### src/sv/bdt_pkg.sv
// Shared types and constants for the buffer dispatch and take block.
package bdt_pkg;

  localparam int SlotCount = 8;
  localparam int TypeW     = 3;
  localparam int LevelW    = 3;
  localparam int MaskW     = 8;
  localparam int NumberW   = 4;
  localparam int CfgW      = SlotCount * TypeW;
  localparam int DataW     = 32;
  localparam int AddrW     = 3;

  localparam logic [1:0] OpPutShortest = 2'd0;
  localparam logic [1:0] OpPutFirst    = 2'd1;
  localparam logic [1:0] OpTake        = 2'd2;

  localparam logic AddrQueueTypes = 1'b0;

  typedef struct packed {
    logic [1:0]       operation;
    logic [TypeW-1:0] part_type;
    logic [MaskW-1:0] take_mask;
  } bdt_req_t;

  typedef struct packed {
    logic [NumberW-1:0] queue_number;
    logic               take_granted;
  } bdt_rsp_t;

  typedef struct packed {
    logic capture;
    logic scan;
    logic apply;
  } bdt_cmd_t;

  typedef struct packed {
    logic scan_last;
  } bdt_status_t;

endpackage

### src/sv/bdt_cfg_regs.sv
// Configuration register file with an APB-style write and read port.
module bdt_cfg_regs import bdt_pkg::*; (
  input  logic             clk_i,
  input  logic             rst_ni,
  input  logic             psel,
  input  logic             penable,
  input  logic             pwrite,
  input  logic [AddrW-1:0] paddr,
  input  logic [DataW-1:0] pwdata,
  output logic [DataW-1:0] prdata,
  output logic             pready,
  output logic [CfgW-1:0]  queue_types_o
);

  logic [CfgW-1:0] queue_types_q;
  logic            sel_types;

  assign pready    = 1'b1;
  assign sel_types = (paddr[AddrW-1] == AddrQueueTypes);

  always_ff @(posedge clk_i or negedge rst_ni) begin
    if (!rst_ni) begin
      queue_types_q <= '0;
    end else if (psel && penable && pwrite && pready && sel_types) begin
      queue_types_q <= pwdata[CfgW-1:0];
    end
  end

  always_comb begin
    prdata = '0;
    if (sel_types) begin
      prdata = DataW'(queue_types_q);
    end
  end

  assign queue_types_o = queue_types_q;

endmodule

### src/sv/bdt_ctrl.sv
// Controller state machine that sequences capture, queue scan and update.
module bdt_ctrl import bdt_pkg::*; (
  input  logic        clk_i,
  input  logic        rst_ni,
  input  logic        in_valid_i,
  output logic        in_stall_o,
  output logic        out_valid_o,
  input  logic        out_stall_i,
  input  bdt_status_t status_i,
  output bdt_cmd_t    cmd_o
);

  typedef enum logic [1:0] {
    ST_IDLE,
    ST_SCAN,
    ST_APPLY
  } state_e;

  state_e state_q;
  logic   out_valid_q;
  logic   out_free;

  assign out_free   = !out_valid_q || !out_stall_i;
  assign in_stall_o = (state_q != ST_IDLE);

  always_comb begin
    cmd_o         = '0;
    cmd_o.capture = (state_q == ST_IDLE) && in_valid_i;
    cmd_o.scan    = (state_q == ST_SCAN);
    cmd_o.apply   = (state_q == ST_APPLY) && out_free;
  end

  always_ff @(posedge clk_i or negedge rst_ni) begin
    if (!rst_ni) begin
      state_q     <= ST_IDLE;
      out_valid_q <= 1'b0;
    end else begin
      if (cmd_o.apply) begin
        out_valid_q <= 1'b1;
      end else if (!out_stall_i) begin
        out_valid_q <= 1'b0;
      end
      unique case (state_q)
        ST_IDLE: begin
          if (in_valid_i) begin
            state_q <= ST_SCAN;
          end
        end
        ST_SCAN: begin
          if (status_i.scan_last) begin
            state_q <= ST_APPLY;
          end
        end
        ST_APPLY: begin
          if (out_free) begin
            state_q <= ST_IDLE;
          end
        end
        default: state_q <= ST_IDLE;
      endcase
    end
  end

  assign out_valid_o = out_valid_q;

endmodule

### src/sv/bdt_datapath.sv
// Datapath with queue levels, the scan registers and the result register.
module bdt_datapath import bdt_pkg::*; #(
  parameter int NUM_QUEUES     = 8,
  parameter int QUEUE_CAPACITY = 4,
  parameter int MIN_LEVEL      = 0
) (
  input  logic            clk_i,
  input  logic            rst_ni,
  input  bdt_cmd_t        cmd_i,
  output bdt_status_t     status_o,
  input  bdt_req_t        req_i,
  input  logic [CfgW-1:0] queue_types_i,
  output bdt_rsp_t        rsp_o
);

  localparam int IdxW  = (NUM_QUEUES > 1) ? $clog2(NUM_QUEUES) : 1;
  localparam int ExtW  = (IdxW > 4) ? IdxW : 4;
  localparam int XMskW = (NUM_QUEUES > MaskW) ? NUM_QUEUES : MaskW;

  logic [LevelW-1:0]  levels_q [NUM_QUEUES];
  logic [LevelW-1:0]  levels_d [NUM_QUEUES];
  bdt_req_t           req_q;
  logic [IdxW-1:0]    idx_q;
  logic [NumberW-1:0] chosen_q;
  logic [LevelW-1:0]  best_q;
  logic               ok_q;
  bdt_rsp_t           rsp_q;

  logic [ExtW-1:0]    idx_ext;
  logic [2:0]         slot;
  logic               in_slot;
  logic [TypeW-1:0]   slot_type;
  logic [LevelW-1:0]  level;
  logic               is_put;
  logic               is_take;
  logic               shortest;
  logic               candidate;
  logic               take_pick;
  logic [XMskW-1:0]   mask_ext;

  assign is_put   = (req_q.operation == OpPutShortest) || (req_q.operation == OpPutFirst);
  assign is_take  = (req_q.operation == OpTake);
  assign shortest = (req_q.operation == OpPutShortest);
  assign mask_ext = XMskW'(req_q.take_mask);

  assign idx_ext   = ExtW'(idx_q);
  assign slot      = idx_ext[2:0];
  assign in_slot   = (idx_ext < ExtW'(SlotCount));
  assign slot_type = queue_types_i[TypeW*slot +: TypeW];
  assign level     = levels_q[idx_q];

  assign candidate = in_slot && (slot_type == req_q.part_type)
                     && (level < LevelW'(QUEUE_CAPACITY));
  assign take_pick = shortest ? (level < best_q) : (chosen_q == '0);

  assign status_o.scan_last = (idx_q == IdxW'(NUM_QUEUES - 1));

  always_ff @(posedge clk_i) begin
    if (cmd_i.capture) begin
      req_q    <= req_i;
      idx_q    <= '0;
      chosen_q <= '0;
      best_q   <= LevelW'(QUEUE_CAPACITY);
      ok_q     <= 1'b1;
    end else if (cmd_i.scan) begin
      if (!status_o.scan_last) begin
        idx_q <= idx_q + 1'b1;
      end
      if (candidate && take_pick) begin
        chosen_q <= {1'b0, slot} + NumberW'(1);
        best_q   <= level;
      end
      if (in_slot && req_q.take_mask[slot] && (level <= LevelW'(MIN_LEVEL))) begin
        ok_q <= 1'b0;
      end
    end
    if (cmd_i.apply) begin
      rsp_q.queue_number <= is_put ? chosen_q : '0;
      rsp_q.take_granted <= is_take && ok_q;
    end
  end

  always_comb begin
    for (int q = 0; q < NUM_QUEUES; q++) begin
      levels_d[q] = levels_q[q];
      if (is_put && (chosen_q != '0) && (chosen_q == NumberW'(q + 1))) begin
        levels_d[q] = levels_q[q] + 1'b1;
      end else if (is_take && ok_q && mask_ext[q]) begin
        levels_d[q] = levels_q[q] - 1'b1;
      end
    end
  end

  always_ff @(posedge clk_i or negedge rst_ni) begin
    if (!rst_ni) begin
      for (int q = 0; q < NUM_QUEUES; q++) begin
        levels_q[q] <= '0;
      end
    end else if (cmd_i.apply) begin
      for (int q = 0; q < NUM_QUEUES; q++) begin
        levels_q[q] <= levels_d[q];
      end
    end
  end

  assign rsp_o = rsp_q;

endmodule

### src/sv/buffer_dispatch_and_take.sv
// Top level of the buffer dispatch and take block.
// Each request passes through a capture step, a scan that reads one queue level a cycle from
// the level registers, queue by queue, and an update step that updates the levels and loads
// the result register. No new request is taken until the previous one is updated. The update
// waits while a previous result is still stalled at the output. Queue levels clear at reset,
// so requests are taken right away.
module buffer_dispatch_and_take import bdt_pkg::*; #(
  parameter int NUM_QUEUES     = 8,
  parameter int QUEUE_CAPACITY = 4,
  parameter int MIN_LEVEL      = 0
) (
  input  logic             clk_i,
  input  logic             rst_ni,
  input  logic             in_valid_i,
  output logic             in_stall_o,
  input  bdt_req_t         in_req_i,
  output logic             out_valid_o,
  input  logic             out_stall_i,
  output bdt_rsp_t         out_rsp_o,
  input  logic             psel,
  input  logic             penable,
  input  logic             pwrite,
  input  logic [AddrW-1:0] paddr,
  input  logic [DataW-1:0] pwdata,
  output logic [DataW-1:0] prdata,
  output logic             pready
);

  bdt_cmd_t        cmd;
  bdt_status_t     status;
  logic [CfgW-1:0] queue_types;

  bdt_cfg_regs u_cfg (
    .clk_i         (clk_i),
    .rst_ni        (rst_ni),
    .psel          (psel),
    .penable       (penable),
    .pwrite        (pwrite),
    .paddr         (paddr),
    .pwdata        (pwdata),
    .prdata        (prdata),
    .pready        (pready),
    .queue_types_o (queue_types)
  );

  bdt_ctrl u_ctrl (
    .clk_i       (clk_i),
    .rst_ni      (rst_ni),
    .in_valid_i  (in_valid_i),
    .in_stall_o  (in_stall_o),
    .out_valid_o (out_valid_o),
    .out_stall_i (out_stall_i),
    .status_i    (status),
    .cmd_o       (cmd)
  );

  bdt_datapath #(
    .NUM_QUEUES     (NUM_QUEUES),
    .QUEUE_CAPACITY (QUEUE_CAPACITY),
    .MIN_LEVEL      (MIN_LEVEL)
  ) u_dp (
    .clk_i         (clk_i),
    .rst_ni        (rst_ni),
    .cmd_i         (cmd),
    .status_o      (status),
    .req_i         (in_req_i),
    .queue_types_i (queue_types),
    .rsp_o         (out_rsp_o)
  );

endmodule

### config.mk
export PLATFORM = sky130hd
export DESIGN_NAME = buffer_dispatch_and_take
export DESIGN_NICKNAME = d
export VERILOG_FILES = /design/src/sv/bdt_pkg.sv /design/src/sv/bdt_cfg_regs.sv /design/src/sv/bdt_ctrl.sv /design/src/sv/bdt_datapath.sv /design/src/sv/buffer_dispatch_and_take.sv
export SDC_FILE = /design/constraint.sdc
export NUM_CORES = 1
export LEC_CHECK = 0
export ABC_AREA = 1
export BUFFER_PORTS_ARGS = -buffer_cell sky130_fd_sc_hd__clkbuf_2
export CAP_MARGIN = 5
export CORE_MARGIN = 8
export CORE_UTILIZATION = 45
export DETAILED_ROUTE_END_ITERATION = 6
export PLACE_DENSITY_LB_ADDON = 0.15
export SKIP_LAST_GASP = 1
export SLEW_MARGIN = 20
export SYNTH_ARGS = -nofsm -noshare
export SYNTH_HDL_FRONTEND = slang
export SYNTH_SLANG_ARGS = --single-unit
### constraint.sdc
create_clock -name clk_i -period 6.5 [get_ports clk_i]
set_clock_uncertainty 0.15 [all_clocks]
set_input_delay 0.65 -clock clk_i [delete_from_list [all_inputs] [get_ports clk_i]]
set_output_delay 0.65 -clock clk_i [all_outputs]
set_load 0.01 [all_outputs]
-- Word level (Yosys, flattened, before mapping)
Index checks and enable logic that the tools add are counted.
W data, S select, Z words.
- output and inout port bits: 40
- input port bits: 55
- logic and storage cells: 153
- bits in registers: 80
- add/sub/neg operators: 18
- multipliers: 1
- bitwise operators: 3
- reduce and logical (&&, ||, !) cells: 57
- magnitude comparators: 6
- shift operators: 1
- mux-type cells: 29
- equal/unequal tests: 18
- operators by type and width (kind ; count):
    $mux W3 ; 18
    $logic_and A1 B1 Y1 ; 28
    $add A3 B1 Y3 const B ; 9
    $mux W24 ; 1
    $shiftx A24 B6 Y3 ; 1
    $sub A3 B1 Y3 const B ; 8
    $reduce_and A2 Y1 ; 11
    $reduce_bool A2 Y1 ; 9
    $eq A4 B3 Y1 const B ; 4
    $bmux W3 S3 ; 1
    $eq A4 B2 Y1 const B ; 2
    $lt A3 B4 Y1 const B ; 2
    $mux W2 ; 3
    $ne A2 B1 Y1 const B ; 3
    $pmux W2 S3 ; 1
    $mul A2 B3 Y5 const A ; 1
    $add A3 B1 Y4 const B ; 1
    $eq A2 B1 Y1 const B ; 2
    $eq A2 B2 Y1 const B ; 2
    $eq A4 B1 Y1 const B ; 1
    $eq A4 B4 Y1 const B ; 1
    $ge A4 B4 Y1 const B ; 1
    $logic_not A2 Y1 ; 2
    $logic_not A4 Y1 ; 1
    other kinds (14) ; 20

-- Longest topological paths before layout
Gate-level depths: netlist of run 1.
- depth after elaboration: 8
- depth in mapped cells: 18

-- Hierarchy
From an unflattened synthesis of run 1, not the netlist that was laid out.
- cell total of the unflattened synthesis: 566
- area, all modules: 4511.8 um^2
- by module, submodules not included (module ; seq. area each (um^2) ; cells each ; times used ; area each (um^2)):
    bdt_datapath ; 1361.3 ; 376 ; 1 ; 3096.7
    bdt_cfg_regs ; 600.6 ; 169 ; 1 ; 1267.5
    bdt_ctrl ; 75.1 ; 21 ; 1 ; 147.6

-- Least setup slack after synthesis of run 1
Ideal clock, no wire load.
- kind: flip-flop to flip-flop
- start: register u_dp.idx_q[0]
- end: register u_dp.chosen_q[0]
- arrival time: 1910 ps
- path slack: 4327 ps
- period minus slack after synthesis: 2173 ps
- cell stages (with the launch flop): 18
- path buffers: 3
- required time: 6237 ps
- setup time: 113 ps
- path through: dfxtp_1 -> inv_2 -> buf_6 -> buf_2 -> o21ai_1 -> o22ai_1 -> nand2_1 -> nand2_1 -> ha_1 -> nand2_1 -> inv_1 -> nand2_1 -> nand2_1 -> nand2_1 -> nand3_2 -> buf_6 -> nor2_1 -> nor2_1
- cells in the longest elaborated chain, start to end: 8
- elaborated cells on any way between the ends: 16
- classes of those cells: 1 x add/sub; 1 x mul; 3 x order compare; 1 x eq/ne; 1 x shift; 4 x mux; 1 x bitwise; 4 x reduce/logical
- RTL lines (what ; RTL line ; source):
    start: declaration ; bdt_datapath.sv:23 ; logic [IdxW-1:0] idx_q;
    start signal: assignment ; bdt_datapath.sv:67 ; idx_q <= idx_q + 1'b1;
    $not A3 Y4 (implied by the code) (*) ; bdt_datapath.sv:50 ; assign level = levels_q[idx_q];
    $bmux W3 S3 (*) ; bdt_datapath.sv:50 ;
    $mux W3 (implied by the code) (*) (2 in a row) ; bdt_datapath.sv:50 ;
    named net u_dp.level[1] ; bdt_datapath.sv:33 ; logic [LevelW-1:0] level;
    $lt A3 B3 Y1, on equally long branches ; bdt_datapath.sv:54, bdt_datapath.sv:53 ;
    $mux W1 or $logic_and A1 B1 Y1 (tied branches) ; bdt_datapath.sv:54, bdt_datapath.sv:53 ;
    $logic_and A1 B1 Y1 (*) ; bdt_datapath.sv:69 ; if (candidate && take_pick) begin
    $reduce_and A2 Y1 (no source line) (*) ; n/a ;
    end signal: assignment ; bdt_datapath.sv:70 ; chosen_q <= {1'b0, slot} + NumberW'(1);
    end: declaration ; bdt_datapath.sv:24 ; logic [NumberW-1:0] chosen_q;
The timed path passes the listed nets; every way through them passes the cells marked *. The select of a mux whose other input is x is not followed.
A chain may end at the register's enable or synchronous reset.

-- Worst setup path in the final report of run 1
- start: register u_dp.idx_q[1]
- end: register u_dp.best_q[1]
- cells in the longest elaborated chain, start to end: 8
- elaborated cells on any way between the ends: 15
- classes of those cells: 1 x mul; 3 x order compare; 1 x eq/ne; 1 x shift; 4 x mux; 1 x bitwise; 4 x reduce/logical
- RTL lines (what ; RTL line ; source):
    $not A3 Y4 (implied by the code) (*) ; bdt_datapath.sv:50 ;
    $bmux W3 S3 (*) ; bdt_datapath.sv:50 ;
    $mux W3 (implied by the code) (*) (2 in a row) ; bdt_datapath.sv:50 ;
    named net u_dp.level[2] ; bdt_datapath.sv:33 ;
    $lt A3 B3 Y1, on equally long branches ; bdt_datapath.sv:54, bdt_datapath.sv:53 ;
    $mux W1 or $logic_and A1 B1 Y1 (tied branches) ; bdt_datapath.sv:54, bdt_datapath.sv:53 ;
    $logic_and A1 B1 Y1 (*) ; bdt_datapath.sv:69 ;
    $reduce_and A2 Y1 (no source line) (*) ; n/a ;
    end signal: assignment ; bdt_datapath.sv:63 ; best_q <= LevelW'(QUEUE_CAPACITY);
    end signal: assignment ; bdt_datapath.sv:71 ; best_q <= level;
    end: declaration ; bdt_datapath.sv:25 ; logic [LevelW-1:0] best_q;
Marks and branches as above.

==> results.ini, run 1 <==
[run_status]
status = finished clean

[worst_setup_path]
worst_ep_arrival_time_ns = 2.94
start_kind = flop
critPathMostFrequentCell = nand2_1
cp_top_family = simple AND/OR/NAND/NOR gates
path_buf_inv = 1
reg2regPathDepth = 13
worstPathCellList = inv_4, nand3_1, nand2_1, nand2_1, nand2_2, ha_1, a211oi_1, nand2_1, nand2_1, nand3_2, nand2_1, nand2_1, nor2_1
cp.required_ns = 6.64
critPathKind = reg2reg
worst_setup_path_end_kind = flop
slowest_stage = dfxtp_1
path_depth = 13
cpPeakStageDelay_ns = 0.81
path_max_fanout = 17

[clock_network]
post_cts_resized = 0
postCtsSetupBuffers = 0
cts_buffer_depth = 2
cts_hold_buf = 0
cts_buffers = 9
clk_latency_ns = 0.34
cts_tree = built
clock-sinks = 80
path_clk_slew_ns = 0.08
cts_root_buffer = clkbuf_8
h-tree-depth = 3

[global_route]
grt_max_degree = 52
antenna_found_initial = 0
grt_pass1_wl_um = 16200
gr-total-overflow = 0
grt_pass1_vias = 3401
track_usage_pct = 15.7

[power_and_ir_drop]
leakage_nw = 2.54
p_total_mw = 1.83
pwr_density_cell_nw_per_um2 = 378
vdd_drop_max_mv = 0.183

[yosys]
yosysWarnings = 0
synth-seq-cells = 80
netlist_top_cells_area = dfrtp_1, edfxtp_1, nand2_1, nor2_1, inv_1
yosysTopAreaCell = dfrtp_1
synth.top_cell.area_share_pct = 29.9
synthCells = 513
syn-cell-area_um2 = 4270
synth_cell_types = 32
syn_area_per_cell_um2 = 8.33
ys_seq_area_share_pct = 47.7

[place]
gp_congestion = 0.771
pre_cts_slack_ns = 3.65
hpwl_um = 7150
place_area_um2 = 4650
numPortBuffers = 75

[layout]
multiInputGateArea_um2 = 1800
ff_latch_area_um2 = 2040
fin_util_pct = 52.3
drive_gt1_share_pct = 19.0
nets = 647
antennaDiodeCount = 0
fin_area_um2 = 4830
final_common_cell = nand2_1
area_growth_pct = 13.1
fill_cells = 926
mostFrequentLayoutCells = nand2_1, nor2_1, clkbuf_2

[sta]
finalHoldViolCount = 0
drv_slew = 0
fin_crit_sh_pct = 43.2
worst_slew_margin_rel_pct = 49.7
setup_tns_ns = 0
fin_ws_ns = 3.69
fmax_mhz = 356
worst_slew_pin_slew_ns = 0.753
grt_setup_unrepaired = no
finalCriticalPeriod_ns = 2.81
setup_viol = 0

[floorplanning]
pin_count = 95
start_util_pct = 46.2
die_w_um = 113
die-height_um = 113
core_area_um2 = 9240
fp-row-count = 35
fp.dieArea_um2 = 12900

[drt]
postRouteAntennaNets = 0
wl_per_cell_um = 13.5
drc = 0
viasPerCell = 4.73
first_pass_iters = 4
drt-initial-drc-count = 105
finalWirelength_um = 9630
vias = 3376

[run]
drv_cap = 0

[worst_hold_path]
min_path_type = in2async

[routing by layer]
| metal | vias to the layer above | track usage, % | wire length, um |
|---|---|---|---|
| met5 | - | 0 | 0 |
| met4 | 0 | 6.04 | 155 |
| met3 | 12 | 2.96 | 531 |
| met2 | 79 | 25.8 | 4540 |
| met1 | 1575 | 19.9 | 4400 |
| li1 | 1710 | - | - |
[synth_stat cells]
master	instances
o221ai_1	1
nand3_1	33
nand2_2	3
mux2_2	8
conb_1	2
nand4_1	3
nor3_1	1
o211ai_1	1
dfxtp_1	11
xor2_1	20
a21oi_1	31
inv_2	2
a211oi_1	1
ha_1	4
o22ai_1	2
nand3b_1	2
inv_4	1
fa_1	8
o21ai_1	1
nor2_1	81
buf_6	6
dfrtp_1	51
edfxtp_1	18
buf_2	1
nand3_2	3
buf_4	14
nor2_2	3
xnor2_1	4
clkbuf_1	8
inv_1	65
nand2_1	112
o21ai_0	12
[power breakdown]
part           total [mW]  internal (mW)  switching [mW]
Sequential          0.731          0.635          0.0957
Combinational       0.750          0.268           0.482
Clock               0.347          0.176           0.171
Total                1.83           1.08           0.749
[metrics by stage]
| step | std cells | hold slack (ns) |
|---|---|---|
| floorplan | 520 | 0.204 |
| global placement | 698 | 0.282 |
| detailed placement | 698 | 0.284 |
| CTS | 714 | 0.286 |
| global route | 714 | 0.311 |
| finish | 714 | 0.266 |
[cells by family (layout without fill, tap and decap cells)]
group / after synthesis / count (layout) / synth area share (%)
other: 2 / 9 / 0.176
muxes: 8 / 8 / 2.11
DFF: 80 / 80 / 47.7
AOI/OAI and AO/OA: 49 / 49 / 6.00
xor gates and xnor gates: 24 / 24 / 4.92
adders and majority gates: 12 / 12 / 4.92
and+or+nand+nor: 241 / 241 / 23.3
buffers and inverters: 97 / 162 / 10.9
[final timing paths]
check                                             from                            endpoint  slack, ns
max                         u_dp.idx_q[1]$_SDFFE_PP0P_         u_dp.best_q[1]$_SDFFE_PP0P_       3.69
min                                             rst_ni  u_cfg.queue_types_o[6]$_DFFE_PN0P_       0.27
max reg2reg                 u_dp.idx_q[1]$_SDFFE_PP0P_         u_dp.best_q[1]$_SDFFE_PP0P_       3.69
min reg2reg                u_dp.best_q[2]$_SDFFE_PP1P_         u_dp.best_q[2]$_SDFFE_PP1P_       0.30
max in group asynchronous                       rst_ni       u_ctrl.state_q[0]$_DFFE_PN0P_       5.48
min in group clk_i         u_dp.best_q[2]$_SDFFE_PP1P_         u_dp.best_q[2]$_SDFFE_PP1P_       0.30
[flip-flops by register name, indices dropped and copies added (netlist names)]
signal	flops
u_dp.idx_q	3
u_dp.ok_q	1
u_dp.mask_ext	8
u_dp.req_q	5
u_dp.levels_q	24
u_dp.rsp_o	5
u_cfg.queue_types_o	24
u_ctrl.state_q	2
u_dp.best_q	3
u_ctrl.out_valid_o	1
u_dp.chosen_q	4
[area by class of cell]
| type | count | area share [%] |
|---|---|---|
| multi-input combinational | 343 | 37.2 |
| clock buffer | 12 | 2.80 |
| timing repair buffer | 78 | 8.24 |
| inverter | 68 | 5.34 |
| clock inverter | 4 | 0.932 |
| tap | 129 | 3.34 |
| sequential | 80 | 42.2 |
(Power assumes the default switching activity.)
==> run 2, diff against run 1 <==
==> constraint.sdc (replaced) <==
create_clock -name clk_i -period 2.9 [get_ports clk_i]
set_clock_uncertainty 0.15 [all_clocks]
set_input_delay 0.29 -clock clk_i [delete_from_list [all_inputs] [get_ports clk_i]]
set_output_delay 0.29 -clock clk_i [all_outputs]
set_load 0.01 [all_outputs]
==> results.ini, run 2 (synthesized netlist as in run 1, its figures left out) <==
[run_status]
status = finished clean

[floorplanning]
die_w_um = 113
fp-row-count = 35
die-height_um = 113
pin_count = 95
fp.dieArea_um2 = 12900
start_util_pct = 46.2
core_area_um2 = 9240

[drt]
postRouteAntennaNets = 0
drt-initial-drc-count = 144
viasPerCell = 4.68
drc = 0
finalWirelength_um = 9660
first_pass_iters = 4
vias = 3438
wl_per_cell_um = 13.2

[place]
place_area_um2 = 4700
gp_congestion = 0.817
hpwl_um = 7310
numPortBuffers = 75

[worst_setup_path]
r2r_slack_ns = 0.47
worst_setup_path_end_kind = flop
start_kind = flop
cp.required_ns = 3.05
reg2regPathDepth = 14
worst_ep_arrival_time_ns = 2.58
path_max_fanout = 18
reg2reg_to = u_dp.chosen_q[3]$_SDFFE_PP0P_
critPathKind = reg2reg
r2r_start = u_dp.idx_q[0]$_SDFFE_PP0P_

[layout]
antennaDiodeCount = 0
fin_area_um2 = 5010
final_common_cell = nand2_1
nets = 667
area_growth_pct = 17.3
mostFrequentLayoutCells = nand2_1, nor2_1, clkbuf_2
drive_gt1_share_pct = 19.7

[clock_network]
cts_tree = built
cts_buffer_depth = 2
path_clk_slew_ns = 0.09
clock-sinks = 80
postCtsSetupBuffers = 0
clk_latency_ns = 0.36
post_cts_resized = 0
cts_root_buffer = clkbuf_8
cts_buffers = 9
h-tree-depth = 3

[worst_hold_path]
worstHoldStart = pwdata[5]
hold_path_depth = 3
holdPathEnd = u_cfg.queue_types_o[5]$_DFFE_PN0P_
min_path_type = in2reg

[global_route]
gr-total-overflow = 0
antenna_found_initial = 0
grt_pass1_wl_um = 16100
grt_max_degree = 49
track_usage_pct = 15.7
grt_pass1_vias = 3335

[power_and_ir_drop]
pwr_density_cell_nw_per_um2 = 827
p_clk_share_pct = 18.4
p_total_mw = 4.15
p_seq_share_pct = 38.1
swShare_pct = 42.1
leakage_nw = 2.63
vdd_drop_max_mv = 0.528
p_switching_mw = 1.74
combPwrFrac_pct = 43.5
p_int_mw = 2.40

[sta]
worst_slew_pin_slew_ns = 0.894
setup_viol = 0
fmax_mhz = 411
grt_setup_unrepaired = no
setup_tns_ns = 0
drv_slew = 0
finalHoldViolCount = 0
finalCriticalPeriod_ns = 2.43
worst_slew_margin_rel_pct = 40.4
fin_crit_sh_pct = 83.8

[run]
drv_cap = 0

[run 2: cell types whose count changed in the layout (fill, tap and decap cells not counted)]
cell	delta
dlygate4sd3_1	+14
buf_4	+6
clkbuf_1	-3
inv_6	+3
clkinv_2	-2
buf_2	+1
bufinv_16	-1
clkbuf_2	-1
clkinv_1	+1
clkinvlp_4	+1
inv_8	+1
[run 2: critical path: stages, from the launching register on]
cell,delay [ns]
dfxtp_1,0.37
buf_4,0.25
nand2_1,0.08
nand3_1,0.09
nand2_1,0.05
nand2_1,0.06
nand2_2,0.11
ha_1,0.32
a211oi_1,0.23
nand2_1,0.08
nand2_1,0.09
nand3_2,0.21
nand2_1,0.12
inv_1,0.05
nor2_1,0.10
[run 2: timing repair]
item / 4_1_cts / 5_1_grt
hold buffers: 14 / 0
hold endpoints to repair: 51 / 0
endpoints found under the setup margin: 0 / 0
[run 2: power by group through the flow]
stage	clock network (mW)	registers, mW	logic (mW)
6_report	0.761	1.58	1.80
5_1_grt	0.834	1.61	2.06
4_1_cts	0.783	1.58	1.82
3_5_place_dp	0	1.60	1.80
3_3_place_gp	0	1.59	1.76
2_1_floorplan	0	1.57	1.40
[run 2: cell type report]
| class | instances | area, um^2 |
|---|---|---|
| clock buffers | 9 | 124 |
| multi-input cells | 343 | 1800 |
| clock inverters | 7 | 53.8 |
| inverters | 68 | 258 |
| repair buffers | 98 | 583 |
| fillers | 920 | 4230 |
| flip-flops and latches | 80 | 2040 |
| well taps | 129 | 161 |
[run 2: stage by stage]
step / util, % / instances / setup slack, ns / hold slack, ns
3_5_place_dp: 50.8 / 704 / 0.478 / 0.291
5_1_grt: 54.3 / 734 / 0.219 / 0.00124
2_1_floorplan: - / 520 / 0.727 / -0.156
6_report: 54.3 / 734 / 0.470 / 0.0125
4_1_cts: 54.3 / 734 / 0.465 / 0.00148
3_3_place_gp: 50.8 / 704 / 0.511 / 0.287
[run 2: how the worst max path moves through the flow]
stage,start,end,depth (start not counted)
2_1_floorplan,u_dp.idx_q[0]$_SDFFE_PP0P_,u_dp.chosen_q[0]$_SDFFE_PP0P_,17
3_3_place_gp,u_dp.idx_q[0]$_SDFFE_PP0P_,u_dp.best_q[0]$_SDFFE_PP0P_,13
3_5_place_dp,u_dp.idx_q[0]$_SDFFE_PP0P_,u_dp.chosen_q[3]$_SDFFE_PP0P_,14
4_1_cts,u_dp.idx_q[0]$_SDFFE_PP0P_,u_dp.chosen_q[3]$_SDFFE_PP0P_,14
5_1_grt,u_dp.idx_q[0]$_SDFFE_PP0P_,u_dp.chosen_q[0]$_SDFFE_PP0P_,14
6_report,u_dp.idx_q[0]$_SDFFE_PP0P_,u_dp.chosen_q[3]$_SDFFE_PP0P_,14
[run 2: metal layers]
layer | part of all wire [%] | global-route usage, %
met3 | 5.5 | 4.44
met4 | 1.1 | 4.71
met2 | 48 | 25.4
met1 | 45 | 20.0
met5 | 0 | 0
==> run 3, diff against run 2 <==
==> constraint.sdc (replaced) <==
create_clock -name clk_i -period 2.4 [get_ports clk_i]
set_clock_uncertainty 0.15 [all_clocks]
set_input_delay 0.24 -clock clk_i [delete_from_list [all_inputs] [get_ports clk_i]]
set_output_delay 0.24 -clock clk_i [all_outputs]
set_load 0.01 [all_outputs]
==> results.ini, run 3 (synthesized netlist as in run 1, its figures left out) <==
[run_status]
status = finished clean

[clock_network]
clk_latency_ns = 0.35
cts_buffers = 9
path_clk_slew_ns = 0.09
clock-sinks = 80
postCtsSetupBuffers = 0
cts_buffer_depth = 2
h-tree-depth = 3
cts_root_buffer = clkbuf_8
cts_tree = built

[drt]
viasPerCell = 4.69
postRouteAntennaNets = 0
finalWirelength_um = 10000
drc = 0
vias = 3549
wl_per_cell_um = 13.2
first_pass_iters = 4
drt-initial-drc-count = 184

[global_route]
use_met1_pct = 21.1
grt_max_degree = 52
track_usage_pct = 16.1
grt_busiest_layer = met2
grt_pass1_vias = 3439
antenna_found_initial = 0
gr-total-overflow = 0
grtUsageMet2_pct = 25.5
met3_usage_pct = 4.07
grt_pass1_wl_um = 16600

[worst_hold_path]
hold_path_depth = 3
min_path_type = in2reg
worstHoldStart = pwdata[10]

[worst_setup_path]
path_depth = 13
worstSetupStartpoint = u_dp.idx_q[0]$_SDFFE_PP0P_
critPathKind = reg2reg
cp.required_ns = 2.51
worstPathCellList = buf_12, nand2_1, nand3_1, nand2_1, nand2_1, nand2_2, ha_1, a211oi_2, nand2_1, nand2_2, nand3_2, nor2_1, nor2_1
worst_ep_arrival_time_ns = 2.33
critPathMostFrequentCell = nand2_1
reg2regPathDepth = 13
cp_top_family = simple AND/OR/NAND/NOR gates
r2r_slack_ns = 0.18
path_buf_inv = 1
worst_setup_path_end_kind = flop
start_kind = flop
reg2reg_to = u_dp.best_q[0]$_SDFFE_PP0P_
r2r_start = u_dp.idx_q[0]$_SDFFE_PP0P_
cpPeakStageDelay_ns = 0.38
slowest_stage = dfxtp_4
cp-endpoint = u_dp.best_q[0]$_SDFFE_PP0P_
path_max_fanout = 18

[sta]
finalHoldViolCount = 0
drv_slew = 0
fin_crit_sh_pct = 92.5
setup_viol = 0
timing.hold.ws_ns = 0.00341
worst_slew_pin_slew_ns = 0.648
setup_tns_ns = 0
finalCriticalPeriod_ns = 2.22
fin_ws_ns = 0.181
fmax_mhz = 451
worst_slew_margin_rel_pct = 56.8

[power_and_ir_drop]
leakage_nw = 2.74
vdd_drop_max_mv = 0.519
pwr_density_cell_nw_per_um2 = 1000

[floorplanning]
pin_count = 95
start_util_pct = 46.2
die-height_um = 113
core_area_um2 = 9240
fp.dieArea_um2 = 12900
fp-row-count = 35
die_w_um = 113

[place]
pre_cts_slack_ns = 0.0600
hpwl_um = 7310
numPortBuffers = 75
gp_congestion = 0.829

[run]
drv_cap = 0

[layout]
drive_gt1_share_pct = 20.2
fin_util_pct = 57.6
antennaDiodeCount = 0
final_common_cell = nand2_1
mostFrequentLayoutCells = nand2_1, nor2_1, clkbuf_2
nets = 690
area_growth_pct = 24.6

run 3: cell count changes in the layout (fill, tap and decap cells not counted), moves of 2 or more:
cell / change
dlygate4sd3_1: +21
inv_6: -2
bufinv_16: +2
nor2_1: -2
dfxtp_1: -2
nor2_2: +2
clkinvlp_4: +2
run 3: worst min-delay path by stage:
stage | slack [ns] | to
3_3_place_gp | 0.25 | u_cfg.queue_types_o[6]$_DFFE_PN0P_
5_1_grt | 0.006 | u_cfg.queue_types_o[17]$_DFFE_PN0P_
4_1_cts | 0.001 | u_cfg.queue_types_o[10]$_DFFE_PN0P_
3_5_place_dp | 0.26 | u_cfg.queue_types_o[6]$_DFFE_PN0P_
2_1_floorplan | -0.21 | u_cfg.queue_types_o[0]$_DFFE_PN0P_
6_report | 0.003 | u_cfg.queue_types_o[10]$_DFFE_PN0P_
run 3: what timing repair did:
action,4_1_cts,5_1_grt
pin swaps,0,1
hold buffers,35,0
endpoints found under the hold margin,86,0
gates resized for setup,1,9
endpoints found under the setup margin,1,7
cloned,0,1
run 3: area by class of cell:
| class | instances | area [um^2] |
|---|---|---|
| Inverter | 68 | 260 |
| Multi-Input combinational cell | 344 | 1830 |
| Clock buffer | 9 | 124 |
| Tap cell | 129 | 161 |
| Clock inverter | 7 | 95.1 |
| Sequential cell | 80 | 2040 |
| Timing Repair Buffer | 120 | 813 |
| Fill cell | 865 | 3920 |
run 3: worst reg2reg max path, cell delays in order, from the launching register on:
cell	delay [ns]
dfxtp_4	0.38
buf_12	0.15
nand2_1	0.06
nand3_1	0.08
nand2_1	0.06
nand2_1	0.07
nand2_2	0.09
ha_1	0.33
a211oi_2	0.22
nand2_1	0.09
nand2_2	0.12
nand3_2	0.15
nor2_1	0.14
nor2_1	0.05
run 3: power breakdown:
group          internal, mW  switching, mW  leakage (nW)
registers              1.73          0.207         0.847
logic                 0.874           1.41          1.79
clock network         0.586          0.515        0.0995
total                  3.19           2.14          2.74
run 3: metrics by stage:
step	std cells	instance area, um^2	power (mW)
2_1_floorplan	520	4300	3.59
3_3_place_gp	705	4720	4.09
3_5_place_dp	705	4720	4.14
4_1_cts	756	5290	5.31
5_1_grt	757	5320	5.80
6_report	757	5320	5.32
run 3: layer usage:
layer	vias up	share of wire (%)
met5	-	0
met4	0	1.4
met3	14	5.3
met2	70	47
met1	1671	46
li1	1794	-
